==> src/wit_pkg.sv <==
// ----------------------------------------------------------------------------
// wit_pkg: shared types and constants
// Sizes, register indexes and the tile word passed from the front end,
// through the queue, to the transform back end.
// ----------------------------------------------------------------------------
`default_nettype none
package wit_pkg;

  localparam int MAX_WIDTH    = 1024;
  localparam int PIXEL_BITS   = 16;
  localparam int RES_BITS     = PIXEL_BITS + 2;
  localparam int HEIGHT_LIMIT = 4096;

  localparam int CFG_W_BITS   = 11;
  localparam int CFG_H_BITS   = 13;
  localparam int CFG_IDX_BITS = 1;
  localparam int DIM_BITS     = 13;
  localparam int CMP_BITS     = DIM_BITS + 1;
  localparam int COL_BITS     = $clog2(MAX_WIDTH);
  localparam int ROW_BITS     = $clog2(HEIGHT_LIMIT);
  localparam int TILE_BITS    = 20;
  localparam int LINES        = 3;
  localparam int WIN          = 4;
  localparam int QDEPTH       = 2;
  localparam int QPTR_BITS    = $clog2(QDEPTH);
  localparam int QCNT_BITS    = $clog2(QDEPTH + 1);

  localparam logic [CFG_IDX_BITS-1:0] CFG_IMAGE_WIDTH  = 1'b0;
  localparam logic [CFG_IDX_BITS-1:0] CFG_IMAGE_HEIGHT = 1'b1;

  localparam logic [CFG_W_BITS-1:0] WIDTH_RESET  = CFG_W_BITS'(226);
  localparam logic [CFG_H_BITS-1:0] HEIGHT_RESET = CFG_H_BITS'(226);

  typedef struct packed {
    logic [CFG_W_BITS-1:0] image_width;
    logic [CFG_H_BITS-1:0] image_height;
  } cfg_t;

  typedef struct packed {
    logic [WIN-1:0][WIN-1:0][PIXEL_BITS-1:0] d;
    logic [TILE_BITS-1:0]                    tile_index;
    logic                                    last_plane;
  } tile_t;

  function automatic logic [DIM_BITS-1:0] clamp_dim(input logic [DIM_BITS-1:0] v,
                                                    input logic [DIM_BITS-1:0] hi);
    logic [DIM_BITS-1:0] r;
    r = v;
    if (r < DIM_BITS'(WIN)) r = DIM_BITS'(WIN);
    if (r > hi) r = hi;
    return r;
  endfunction

  function automatic logic signed [PIXEL_BITS:0] sx1(input logic [PIXEL_BITS-1:0] v);
    return {v[PIXEL_BITS-1], v};
  endfunction

endpackage
`default_nettype wire

==> src/wit_queue.sv <==
// ----------------------------------------------------------------------------
// wit_queue: short tile queue
// Decouples window assembly from transform output.
// ----------------------------------------------------------------------------
`default_nettype none
module wit_queue (
  input  wire logic           clk,
  input  wire logic           rst_n,
  input  wire logic           push,
  input  wire wit_pkg::tile_t push_data,
  output logic                full,
  input  wire logic           pop,
  output wit_pkg::tile_t      head,
  output logic                empty
);

  wit_pkg::tile_t                 mem_r [wit_pkg::QDEPTH];
  logic [wit_pkg::QPTR_BITS-1:0]  wp_r, rp_r;
  logic [wit_pkg::QCNT_BITS-1:0]  cnt_r, cnt_nxt;

  assign full  = (cnt_r == wit_pkg::QCNT_BITS'(wit_pkg::QDEPTH));
  assign empty = (cnt_r == '0);
  assign head  = mem_r[rp_r];

  always_comb begin
    cnt_nxt = cnt_r;
    if (push && !pop) cnt_nxt = cnt_r + wit_pkg::QCNT_BITS'(1);
    if (pop && !push) cnt_nxt = cnt_r - wit_pkg::QCNT_BITS'(1);
  end

  always_ff @(posedge clk) begin
    if (!rst_n) begin
      wp_r  <= '0;
      rp_r  <= '0;
      cnt_r <= '0;
    end else begin
      cnt_r <= cnt_nxt;
      if (push) begin
        wp_r <= (wp_r == wit_pkg::QPTR_BITS'(wit_pkg::QDEPTH - 1)) ? '0 :
                wp_r + wit_pkg::QPTR_BITS'(1);
      end
      if (pop) begin
        rp_r <= (rp_r == wit_pkg::QPTR_BITS'(wit_pkg::QDEPTH - 1)) ? '0 :
                rp_r + wit_pkg::QPTR_BITS'(1);
      end
    end
  end

  always_ff @(posedge clk) begin
    if (push) begin
      mem_r[wp_r] <= push_data;
    end
  end

endmodule
`default_nettype wire

==> config.mk <==
export PLATFORM = sky130hd
export DESIGN_NAME = wit_queue
export DESIGN_NICKNAME = d
export VERILOG_FILES = /design/src/wit_pkg.sv /design/src/wit_queue.sv
export SDC_FILE = /design/constraint.sdc
export NUM_CORES = 1
export LEC_CHECK = 0
export ABC_AREA = 0
export BUFFER_PORTS_ARGS = -buffer_cell sky130_fd_sc_hd__buf_2
export CAP_MARGIN = 20
export CORE_AREA = 2 2 269 271
export CTS_CLUSTER_DIAMETER = 40
export CTS_CLUSTER_SIZE = 28
export DETAILED_ROUTE_END_ITERATION = 12
export DIE_AREA = 0 0 271 273
export GPL_TIMING_DRIVEN = 0
export HOLD_SLACK_MARGIN = 0.03
export MAX_ROUTING_LAYER = met4
export PLACE_DENSITY_LB_ADDON = 0.12
export SYNTH_ARGS = -nofsm -noshare
export SYNTH_HDL_FRONTEND = slang
export SYNTH_SLANG_ARGS = --single-unit
==> constraint.sdc <==
create_clock -name clk -period 25.2 [get_ports clk]
set_input_delay 3.78 -clock clk [delete_from_list [all_inputs] [get_ports clk]]
set_output_delay 3.78 -clock clk [all_outputs]
set_load 0.02 [all_outputs]
==> results by group <==
Global routing
  • Largest net degree at the start of global routing: 59
  • Initial antenna violation count: 13
  • First-pass GRT wire length: 72.3 mm
  • Total grt overflow: 0
  • Vias in the first global route: 11400
  • Gr usage total: 0.136

STA
  • Setup-failing EPs final: 0
  • Fin. Hold Viols: 0
  • Fin crit share: 0.233
  • RSZ-0062 raised after global routing: false
  • Count of pins over their slew limit: 0
  • Slew margin rel.: 0.448
  • Minimum clock period: between 5 and 6 ns
  • Tightest Pin Transition: roughly 0.83 ns
  • Worst hold slack: a little over 0.5 ns
  • Final Skew: 0.0219 ns
  • Highest Clock Rate: around 0.17 GHz

Synthesis
  • Post-synthesis mux area share: 0.184
  • Compound-Gate Fraction of Synth Area: 0.000949
  • Post-synthesis simple-gate area fraction: 0.00255
  • Area of the mapped netlist: roughly 21000 µm²
  • Avg Cell Area, Syn: around 24 µm²
  • Post-synthesis adder-cell area fraction: 0.000593
  • Syn. warnings: 0
  • Syn Nets: roughly 1200
  • Synth Register Bits: 559
  • Gate Count Post-Synth: 884
  • XOR/XNOR Fraction of Synth Area: 0.00125
  • Register area share after synthesis: 0.793
  • Yosys cell types: 19
  • Combinational family with the most area after synthesis: multiplexers
  • Yosys top cell area share: 0.789
  • Synth area leaders: edfxtp_1, mux2_4, mux2_2, buf_6, buf_8
  • Synth area leader: edfxtp_1

Layout
  • P&R area growth vs syn: 37.2%
  • Core occupancy in the finished layout: 0.407
  • Layout cells sized above 1: 0.636
  • Filler cells: around 6500
  • Final nets: 1840

Critical path
  • Reg2Reg Depth: 6
  • Worst Setup End Kind: primary output
  • Crit start category: flop
  • Req. time, crit path: ~21 ns
  • Reg2reg start: wp_r
  • RR Endpoint: mem_r[0][150]
  • Kind of critical path: flop to primary output
  • R2r setup slk: 22.91 ns
  • CP arrival: 2.09 ns
  • Max Fanout on Critical Path: 10

Floorplanning
  • Die width: 271 µm
  • Die height: 273 µm
  • Core ar.: 71000 µm²
  • Rows: 98
  • Die area: 74000 µm²
  • Starting density of the core: 0.297
  • Ports: 560

Pwr
  • Internal power: 2.10 mW
  • Sequential share of power: 0.397
  • P_leak: 11.3 nW
  • Clock network fraction of total power: 0.496
  • VDD IR max: 78.9 µV
  • Sw Share: 0.232
  • Switch Pwr: 0.636 mW
  • Combinational power share: 0.107
  • Power Dens Cells: 94.6 nW/µm²

Clock tree
  • CTS tree: built
  • Cts hold-fix bufs: 0
  • CTS Sinks: between 500 and 600
  • H-tree depth: 3
  • CTS max path bufs: 3
  • Post-cts resize count: 0
  • Worst-path clk slew: 0.05 ns
  • Skew-Pair Late Insertion Delay: 0.62 ns
  • Clock root buffer: clkbuf_16
  • Post CTS Setup Buffer Count: 0
  • Inserted Clock Buffers: 98

Drt
  • WL/cell: 19.5 µm
  • Via density: 4.13
  • Vias after detailed routing: 10800
  • Drc violations: 0
  • Drt pass-1 iters: 4
  • Detail Route Antenna Nets: 0
  • DR iter-0 viols: 500
  • WL final: 50.9 mm

Hold path
  • Worst hold path cell count: 2
  • Type of the worst min-delay path: flop to flop
  • Launch point of the worst hold path: cnt_r[1]
  • Hold endpoint: cnt_r[1]

Placed design
  • Port bufs: around 560
  • DP Wirelength: 35.7 mm
  • Placer Congestion: 0.745

Flow run
  • Max-cap violations: 0

Run status
  • Status: completed
## registers in the layout, summed over array words and instances (netlist names), named ones only
register,cells
mem_r,554
rp_r,1
cnt_r,2
wp_r,1
## area by class of cell
type / instances / area [µm²] / share of cell area
antenna: 15 / 37.5 / 0.00130
timing repair buffer: 574 / 3140 / 0.108
clock inverter: 74 / 973 / 0.0336
inverter: 1 / 3.75 / 0.000130
tap: 950 / 1190 / 0.0411
multi-input combinational: 293 / 4000 / 0.138
clock buffer: 109 / 2490 / 0.0862
buffer: 31 / 362 / 0.0125
sequential: 559 / 16700 / 0.578
## worst max path at each step
stage | startpoint | to | slack (ns)
final | flop | head[179] | 19.33
after detailed placement | push | mem_r[0][195] | 19.23
after global placement | push | wp_r | -0.14
after CTS | flop | head[179] | 19.23
after floorplan | push | wp_r | 8.75
after global routing | flop | head[39] | 19.24
## Yosys cell counts, drive strengths merged
library cell / n
a21boi: 1
and2: 4
and2b: 1
buf: 31
dfxtp: 5
edfxtp: 554
ha: 1
inv: 1
mux2: 277
nor2: 2
nor2b: 1
o21a: 1
o21ai: 1
or3: 1
xnor2: 2
xor2: 1
## critical path: stages, from the launching register on
cell     delay (ns)
dfxtp_1        0.32
buf_6          0.14
buf_6          0.27
buf_8          0.22
mux2_4         0.33
buf_2          0.16
## routing by layer
metal  global-route usage  part of all wire  vias up
li1                     -                 -     4965
met1                0.146              0.38     5294
met2                0.225              0.50      403
met3               0.0578             0.095       94
met4               0.0483             0.024        0
met5                    -                 0        -
## per-stage QoR
step	setup TNS [ns]	cells	setup slack (ns)	cell area (µm²)	power, mW
after floorplan	0	884	8.75	21100	1.31
after global placement	-4.41	2393	-0.141	25100	1.42
after detailed placement	0	2408	19.23	25400	1.40
after CTS	0	2591	19.23	28900	2.78
after global routing	0	2603	19.24	28900	2.84
final	0	2606	19.33	28900	2.74
## power groups by stage
stage               sequential [mW]  combinational [mW]  clock, mW
floorplan                      1.12               0.184          0
global placement               1.14               0.289          0
detailed placement             1.11               0.299          0
CTS                            1.09               0.300       1.39
global route                   1.09               0.311       1.44
finish                         1.09               0.292       1.36
## cell usage in the layout (no fill, tap or decap), types with 2 or more instances in the layout
| cell type | synthesis | routed |
|---|---|---|
| buf_2 | 4 | 563 |
| edfxtp_1 | 554 | 554 |
| mux2_4 | 202 | 202 |
| clkbuf_16 | 0 | 98 |
| mux2_2 | 75 | 75 |
| buf_6 | 17 | 17 |
| bufinv_16 | 0 | 17 |
| diode_2 | 0 | 15 |
| clkinv_2 | 0 | 14 |
| clkinv_1 | 0 | 13 |
| clkbuf_1 | 0 | 11 |
| buf_8 | 10 | 10 |
| clkinv_4 | 0 | 10 |
| buf_12 | 0 | 10 |
| clkinvlp_4 | 0 | 7 |
| inv_6 | 0 | 7 |
| dfxtp_1 | 5 | 5 |
| buf_16 | 0 | 5 |
| and2_1 | 4 | 3 |
| clkinv_16 | 0 | 3 |
| xnor2_1 | 2 | 2 |
| clkinv_8 | 0 | 2 |
## kinds of logic (layout without fill, tap and decap cells)
kind of cell	Yosys count	in the layout
muxes	277	277
xor gates and xnor gates	3	3
adders and majority gates	1	1
AOI/OAI and AO/OA	3	3
DFF	559	559
and+or+nand+nor	9	9
buffers and inverters	32	789
other	0	15
Note: power is estimated with default switching activity, not from simulation.
