## src/wit_pkg.sv

```systemverilog
// ----------------------------------------------------------------------------
// wit_pkg: shared types and constants
// Sizes, register indexes and the tile word passed from the front end,
// through the queue, to the transform back end.
// ----------------------------------------------------------------------------
`default_nettype none
package wit_pkg;

  localparam int MAX_WIDTH    = 1024;
  localparam int PIXEL_BITS   = 16;
  localparam int RES_BITS     = PIXEL_BITS + 2;
  localparam int HEIGHT_LIMIT = 4096;

  localparam int CFG_W_BITS   = 11;
  localparam int CFG_H_BITS   = 13;
  localparam int CFG_IDX_BITS = 1;
  localparam int DIM_BITS     = 13;
  localparam int CMP_BITS     = DIM_BITS + 1;
  localparam int COL_BITS     = $clog2(MAX_WIDTH);
  localparam int ROW_BITS     = $clog2(HEIGHT_LIMIT);
  localparam int TILE_BITS    = 20;
  localparam int LINES        = 3;
  localparam int WIN          = 4;
  localparam int QDEPTH       = 2;
  localparam int QPTR_BITS    = $clog2(QDEPTH);
  localparam int QCNT_BITS    = $clog2(QDEPTH + 1);

  localparam logic [CFG_IDX_BITS-1:0] CFG_IMAGE_WIDTH  = 1'b0;
  localparam logic [CFG_IDX_BITS-1:0] CFG_IMAGE_HEIGHT = 1'b1;

  localparam logic [CFG_W_BITS-1:0] WIDTH_RESET  = CFG_W_BITS'(226);
  localparam logic [CFG_H_BITS-1:0] HEIGHT_RESET = CFG_H_BITS'(226);

  typedef struct packed {
    logic [CFG_W_BITS-1:0] image_width;
    logic [CFG_H_BITS-1:0] image_height;
  } cfg_t;

  typedef struct packed {
    logic [WIN-1:0][WIN-1:0][PIXEL_BITS-1:0] d;
    logic [TILE_BITS-1:0]                    tile_index;
    logic                                    last_plane;
  } tile_t;

  function automatic logic [DIM_BITS-1:0] clamp_dim(input logic [DIM_BITS-1:0] v,
                                                    input logic [DIM_BITS-1:0] hi);
    logic [DIM_BITS-1:0] r;
    r = v;
    if (r < DIM_BITS'(WIN)) r = DIM_BITS'(WIN);
    if (r > hi) r = hi;
    return r;
  endfunction

  function automatic logic signed [PIXEL_BITS:0] sx1(input logic [PIXEL_BITS-1:0] v);
    return {v[PIXEL_BITS-1], v};
  endfunction

endpackage
`default_nettype wire

```

## src/wit_back.sv

```systemverilog
// ----------------------------------------------------------------------------
// wit_back: transform back end
// Produces one row of B^T d B per cycle from the queue head into the
// output register, while the queue has a tile and the output is not stalled.
// ----------------------------------------------------------------------------
`default_nettype none
module wit_back (
  input  wire logic                                clk,
  input  wire logic                                rst_n,
  input  wire wit_pkg::tile_t                      head,
  input  wire logic                                empty,
  output logic                                     pop,
  output logic                                     out_valid,
  input  wire logic                                out_stall,
  output logic signed [wit_pkg::RES_BITS-1:0]      out_w0,
  output logic signed [wit_pkg::RES_BITS-1:0]      out_w1,
  output logic signed [wit_pkg::RES_BITS-1:0]      out_w2,
  output logic signed [wit_pkg::RES_BITS-1:0]      out_w3,
  output logic [1:0]                               out_tile_row,
  output logic [wit_pkg::TILE_BITS-1:0]            out_tile_index,
  output logic                                     out_last_of_tile,
  output logic                                     out_last_of_plane
);

  localparam int PB = wit_pkg::PIXEL_BITS;
  localparam int RB = wit_pkg::RES_BITS;

  logic [1:0]                row_r;
  logic                      load, last_row, out_valid_r;
  logic signed [PB:0]        t [wit_pkg::WIN];
  logic signed [RB-1:0]      t0, t1, t2, t3;
  logic signed [RB-1:0]      w0, w1, w2, w3;

  assign last_row = (row_r == 2'd3);
  assign load     = !empty && (!out_valid_r || !out_stall);
  assign pop      = load && last_row;
  assign out_valid = out_valid_r;

  always_comb begin
    for (int k = 0; k < wit_pkg::WIN; k++) begin
      case (row_r)
        2'd0:    t[k] = wit_pkg::sx1(head.d[0][k]) - wit_pkg::sx1(head.d[2][k]);
        2'd1:    t[k] = wit_pkg::sx1(head.d[1][k]) + wit_pkg::sx1(head.d[2][k]);
        2'd2:    t[k] = wit_pkg::sx1(head.d[2][k]) - wit_pkg::sx1(head.d[1][k]);
        default: t[k] = wit_pkg::sx1(head.d[1][k]) - wit_pkg::sx1(head.d[3][k]);
      endcase
    end
    t0 = {t[0][PB], t[0]};
    t1 = {t[1][PB], t[1]};
    t2 = {t[2][PB], t[2]};
    t3 = {t[3][PB], t[3]};
    w0 = t0 - t2;
    w1 = t1 + t2;
    w2 = t2 - t1;
    w3 = t1 - t3;
  end

  always_ff @(posedge clk) begin
    if (!rst_n) begin
      row_r       <= '0;
      out_valid_r <= 1'b0;
    end else begin
      out_valid_r <= load || (out_valid_r && out_stall);
      if (load) begin
        row_r <= row_r + 2'd1;
      end
    end
  end

  always_ff @(posedge clk) begin
    if (load) begin
      out_w0            <= w0;
      out_w1            <= w1;
      out_w2            <= w2;
      out_w3            <= w3;
      out_tile_row      <= row_r;
      out_tile_index    <= head.tile_index;
      out_last_of_tile  <= last_row;
      out_last_of_plane <= last_row && head.last_plane;
    end
  end

endmodule
`default_nettype wire

```

## config.mk

```make
export PLATFORM = sky130hd
export DESIGN_NAME = wit_back
export DESIGN_NICKNAME = d
export VERILOG_FILES = /design/src/wit_pkg.sv /design/src/wit_back.sv
export SDC_FILE = /design/constraint.sdc
export NUM_CORES = 1
export LEC_CHECK = 0
export BUFFER_PORTS_ARGS = -buffer_cell sky130_fd_sc_hd__clkbuf_2
export CORE_MARGIN = 4
export CORE_UTILIZATION = 55
export CTS_CLUSTER_SIZE = 20
export DETAILED_ROUTE_END_ITERATION = 10
export GPL_TIMING_DRIVEN = 0
export PLACE_DENSITY = 0.87
export SLEW_MARGIN = 40
export SYNTH_ARGS = -nofsm -noshare
export SYNTH_HDL_FRONTEND = slang
export SYNTH_SLANG_ARGS = --single-unit
```

## constraint.sdc

```tcl
create_clock -name clk -period 24.5 [get_ports clk]
set_clock_uncertainty 0.2 [all_clocks]
set_input_delay 7.35 -clock clk [delete_from_list [all_inputs] [get_ports clk]]
set_output_delay 7.35 -clock clk [all_outputs]
set_load 0.05 [all_outputs]
```

==> summary.md <==
| Metric | Value |
|---|---|
| Post-synthesis sequential area ratio | `0.170` |
| Initial DRT Pass Iterations | `6` |
| Fillers | `2660` |
| Crit path arrival time | `9.04 ns` |
| # nets final | `3109` |
| CP peak stage delay | `0.48 ns` |
| P_leak | `9.59 nW` |
| Top Ports | `379` |
| CP Launch Type | `input pin` |
| Slowest CP cell | `a21oi_4` |
| DIE HEIGHT | `184 um` |
| Clock buffer depth | `2` |
| Area of the mapped netlist | `17100 um^2` |
| Worst setup EP type | `output port` |
| Detailed placer's ending HPWL | `51000 um` |
| Post-DR wirelength/cell | `20.7 um` |
| Core Rows | `64` |
| Crit-path max FO | `16` |
| RSZ-0062 raised after global routing | `no` |
| Critical path cell sequence | `clkbuf_2 > a21oi_4 > buf_8 > buf_8 > buf_8 > and2_1 > clkbuf_2` |
| Setup-failing EPs final | `0` |
| Worst slew pin tran | `0.941 ns` |
| Post-CTS setup repair buffer count | `0` |
| Final cell count without fillers | `2956` |
| Vias in the first global route | `17400` |
| Syn Nets | `2714` |
| Vias | `18000` |
| H-tree Lvls | `3` |
| Root Buffer Master | `clkbuf_16` |
| Outcome | `complete, no violations` |
| Initial antenna violation count | `7` |
| Pins Over Slew Limit | `0` |
| CTS resizes | `0` |
| #FFs+latches synth | `98` |
| Yosys warning total | `0` |
| Area growth, synth to finish | `16.5%` |
| Post-synth EDFFs | `95` |
| First-pass GRT wire length | `91200 um` |
| Fmax | `0.0603 GHz` |
| Total GRT Usage | `0.342` |
| TritonCTS buffer count | `9` |
| Placed Cells | `2935` |
| Final Hold Viols | `0` |
| Maximum vdd drop | `0.0413 mV` |
| Layout cells sized above 1 | `0.182` |
| Min Tclk post-route | `16.59 ns` |
| Fin crit share | `0.677` |
| Hold buffers post-CTS | `0` |
| Sum of negative setup slack | `0 ns` |
| Core ar. | `30700 um^2` |
| Initial detailed-routing violation count | `1425` |
| Wire length after detailed routing | `61100 um` |
| Residual DRC | `0` |
| Clk_lat worst skew | `0.37 ns` |
| Largest net degree at the start of global routing | `21` |
| CTS tree | `done` |
| Initial Utilization | `0.558` |
| Die X | `184 um` |
| Clock slew seen by the registers of the worst setup and hold paths | `0.08 ns` |
| Num Clock Sinks | `98` |
| Most Frequent Cell on Critical Path | `buf_8` |
| GRT overflow | `0` |
| GPL Wtd Cong | `0.972` |
| ANT nets after route | `0` |
| WS Path Type | `in -> out` |
| Slew HR | `0.373` |
| Count of cell types in the netlist | `94` |
| Pwr/cell area | `87.0 nW/um^2` |
| Port buffer count | `378` |
| Synth Instances | `2155` |
| Die footprint | `34000 um^2` |
| Hold Path Class | `reg -> reg` |
| Async S/R FF share, synth | `0` |
| Max-cap violation count | `0` |
| Syn avg cell area | `7.94 um^2` |
| Setup ws final | `7.91 ns` |
| WP data required | `16.95 ns` |
| Main synth FF type | `edfxtp_1` |
| Routed vias/inst | `6.09` |
| Worst slack, placed | `7.92 ns` |
## synthesized netlist by cell type (36+ instances only)
| master | count | area [um^2] |
|---|---|---|
| xnor2_1 | 179 | 1570 |
| ha_1 | 262 | 3280 |
| inv_1 | 252 | 946 |
| nor2b_1 | 36 | 225 |
| nor3_1 | 61 | 305 |
| nand2b_1 | 38 | 238 |
| o21ai_0 | 108 | 541 |
| nand2_1 | 120 | 450 |
| a21o_1 | 48 | 360 |
| edfxtp_1 | 95 | 2850 |
| xor2_1 | 66 | 578 |
| a21oi_1 | 192 | 961 |
| nor2_1 | 189 | 709 |
## metrics by stage
| stage | total power, W | util | hold WS, ns | cell area, um^2 |
|---|---|---|---|---|
| 2_1_floorplan | 0.00124 | - | 0.237 | 17100 |
| 3_3_place_gp | 0.00153 | 0.636 | 0.250 | 19500 |
| 3_5_place_dp | 0.00156 | 0.640 | 0.267 | 19600 |
| 4_1_cts | 0.00172 | 0.650 | 0.283 | 19900 |
| 5_1_grt | 0.00184 | 0.650 | 0.322 | 19900 |
| 6_report | 0.00174 | 0.650 | 0.289 | 19900 |
## cells in the final DEF, fill, tap and decap left out, types with 11 or more instances in the layout
master	netlist	routed
nor4_1	13	13
clkbuf_2	1	386
xor2_1	66	66
nor2_1	189	188
a211oi_1	25	25
nand2_1	120	120
nand3_1	34	34
edfxtp_1	95	95
nor3_1	61	61
a21boi_0	17	17
clkbuf_1	28	21
a31oi_1	21	21
nand2b_1	38	38
or3_1	19	19
o21ai_0	108	107
mux2i_1	14	14
a221oi_1	22	22
ha_1	262	262
and3_1	19	19
fa_1	16	16
a21oi_1	192	191
a21o_1	48	48
a22oi_1	12	12
o21bai_1	19	19
nor3b_1	11	11
inv_1	252	252
nor2b_1	36	36
o31ai_1	17	17
and2_1	11	11
xnor2_1	179	179
o21a_1	24	24
## metal layers
layer  global-route usage  part of all wire  vias up
li1                     -                 -     8523
met1                0.419              0.39     8332
met2                0.581              0.46      924
met3               0.0416             0.084      205
met4                0.196             0.064        4
met5                    0           0.00036        -
## flip-flops by register name, summed over array words and instances, names as in the netlist
name / flops
out_tile_index: 20
out_valid: 1
row_r: 2
out_w2: 17
out_w1: 18
out_w0: 18
out_w3: 18
out_tile_row: 2
out_last_of_tile: 1
out_last_of_plane: 1
## report_power, final
| part | internal (W) | leakage [nW] | switching [W] | total (W) |
|---|---|---|---|---|
| Combinational | 0.000440 | 8.49 | 0.000824 | 0.00126 |
| Sequential | 0.000294 | 0.945 | 0.0000262 | 0.000320 |
| Clock | 0.0000733 | 0.149 | 0.0000773 | 0.000151 |
## area by class of cell
cell class | instances | area [um^2] | share of cell area
Antenna cell | 5 | 12.5 | 0.000628
Buffer | 43 | 185 | 0.00929
Clock buffer | 9 | 225 | 0.0113
Clock inverter | 7 | 76.3 | 0.00383
Inverter | 255 | 957 | 0.0480
Multi-Input combinational cell | 1759 | 13100 | 0.656
Sequential cell | 98 | 2910 | 0.146
Tap cell | 396 | 495 | 0.0248
Timing Repair Buffer | 384 | 1990 | 0.100
## worst paths after layout
| check | endpoint | slack, ns | depth (start not counted) | start |
|---|---|---|---|---|
| worst max register to register | out_w3[16]$_DFFE_PP_ | 16.25 | 23 | row_r[1]$_SDFFE_PN0P_ |
| worst min register to register | out_tile_row[0]$_DFFE_PP_ | 0.29 | 0 | row_r[0]$_SDFFE_PN0P_ |
| worst min-delay path | out_tile_row[0]$_DFFE_PP_ | 0.29 | 0 | row_r[0]$_SDFFE_PN0P_ |
| worst max-delay path | pop | 7.91 | 7 | out_stall |
## worst max-delay path: cells and delay by family
kind            cells  cell delay, ns
buf+inv             5            1.04
simple gates        1            0.14
compound gates      1            0.48
## cells by family after synthesis
kind of cell / synth area share
AO/OA/AOI/OAI: 0.244
XOR/XNOR: 0.127
adder cells (fa/ha/maj): 0.212
buffers and inverters: 0.0661
flip-flops: 0.170
multiplexers: 0.0137
AND/OR/NAND/NOR: 0.168
Power figures use the tool's default switching activity.
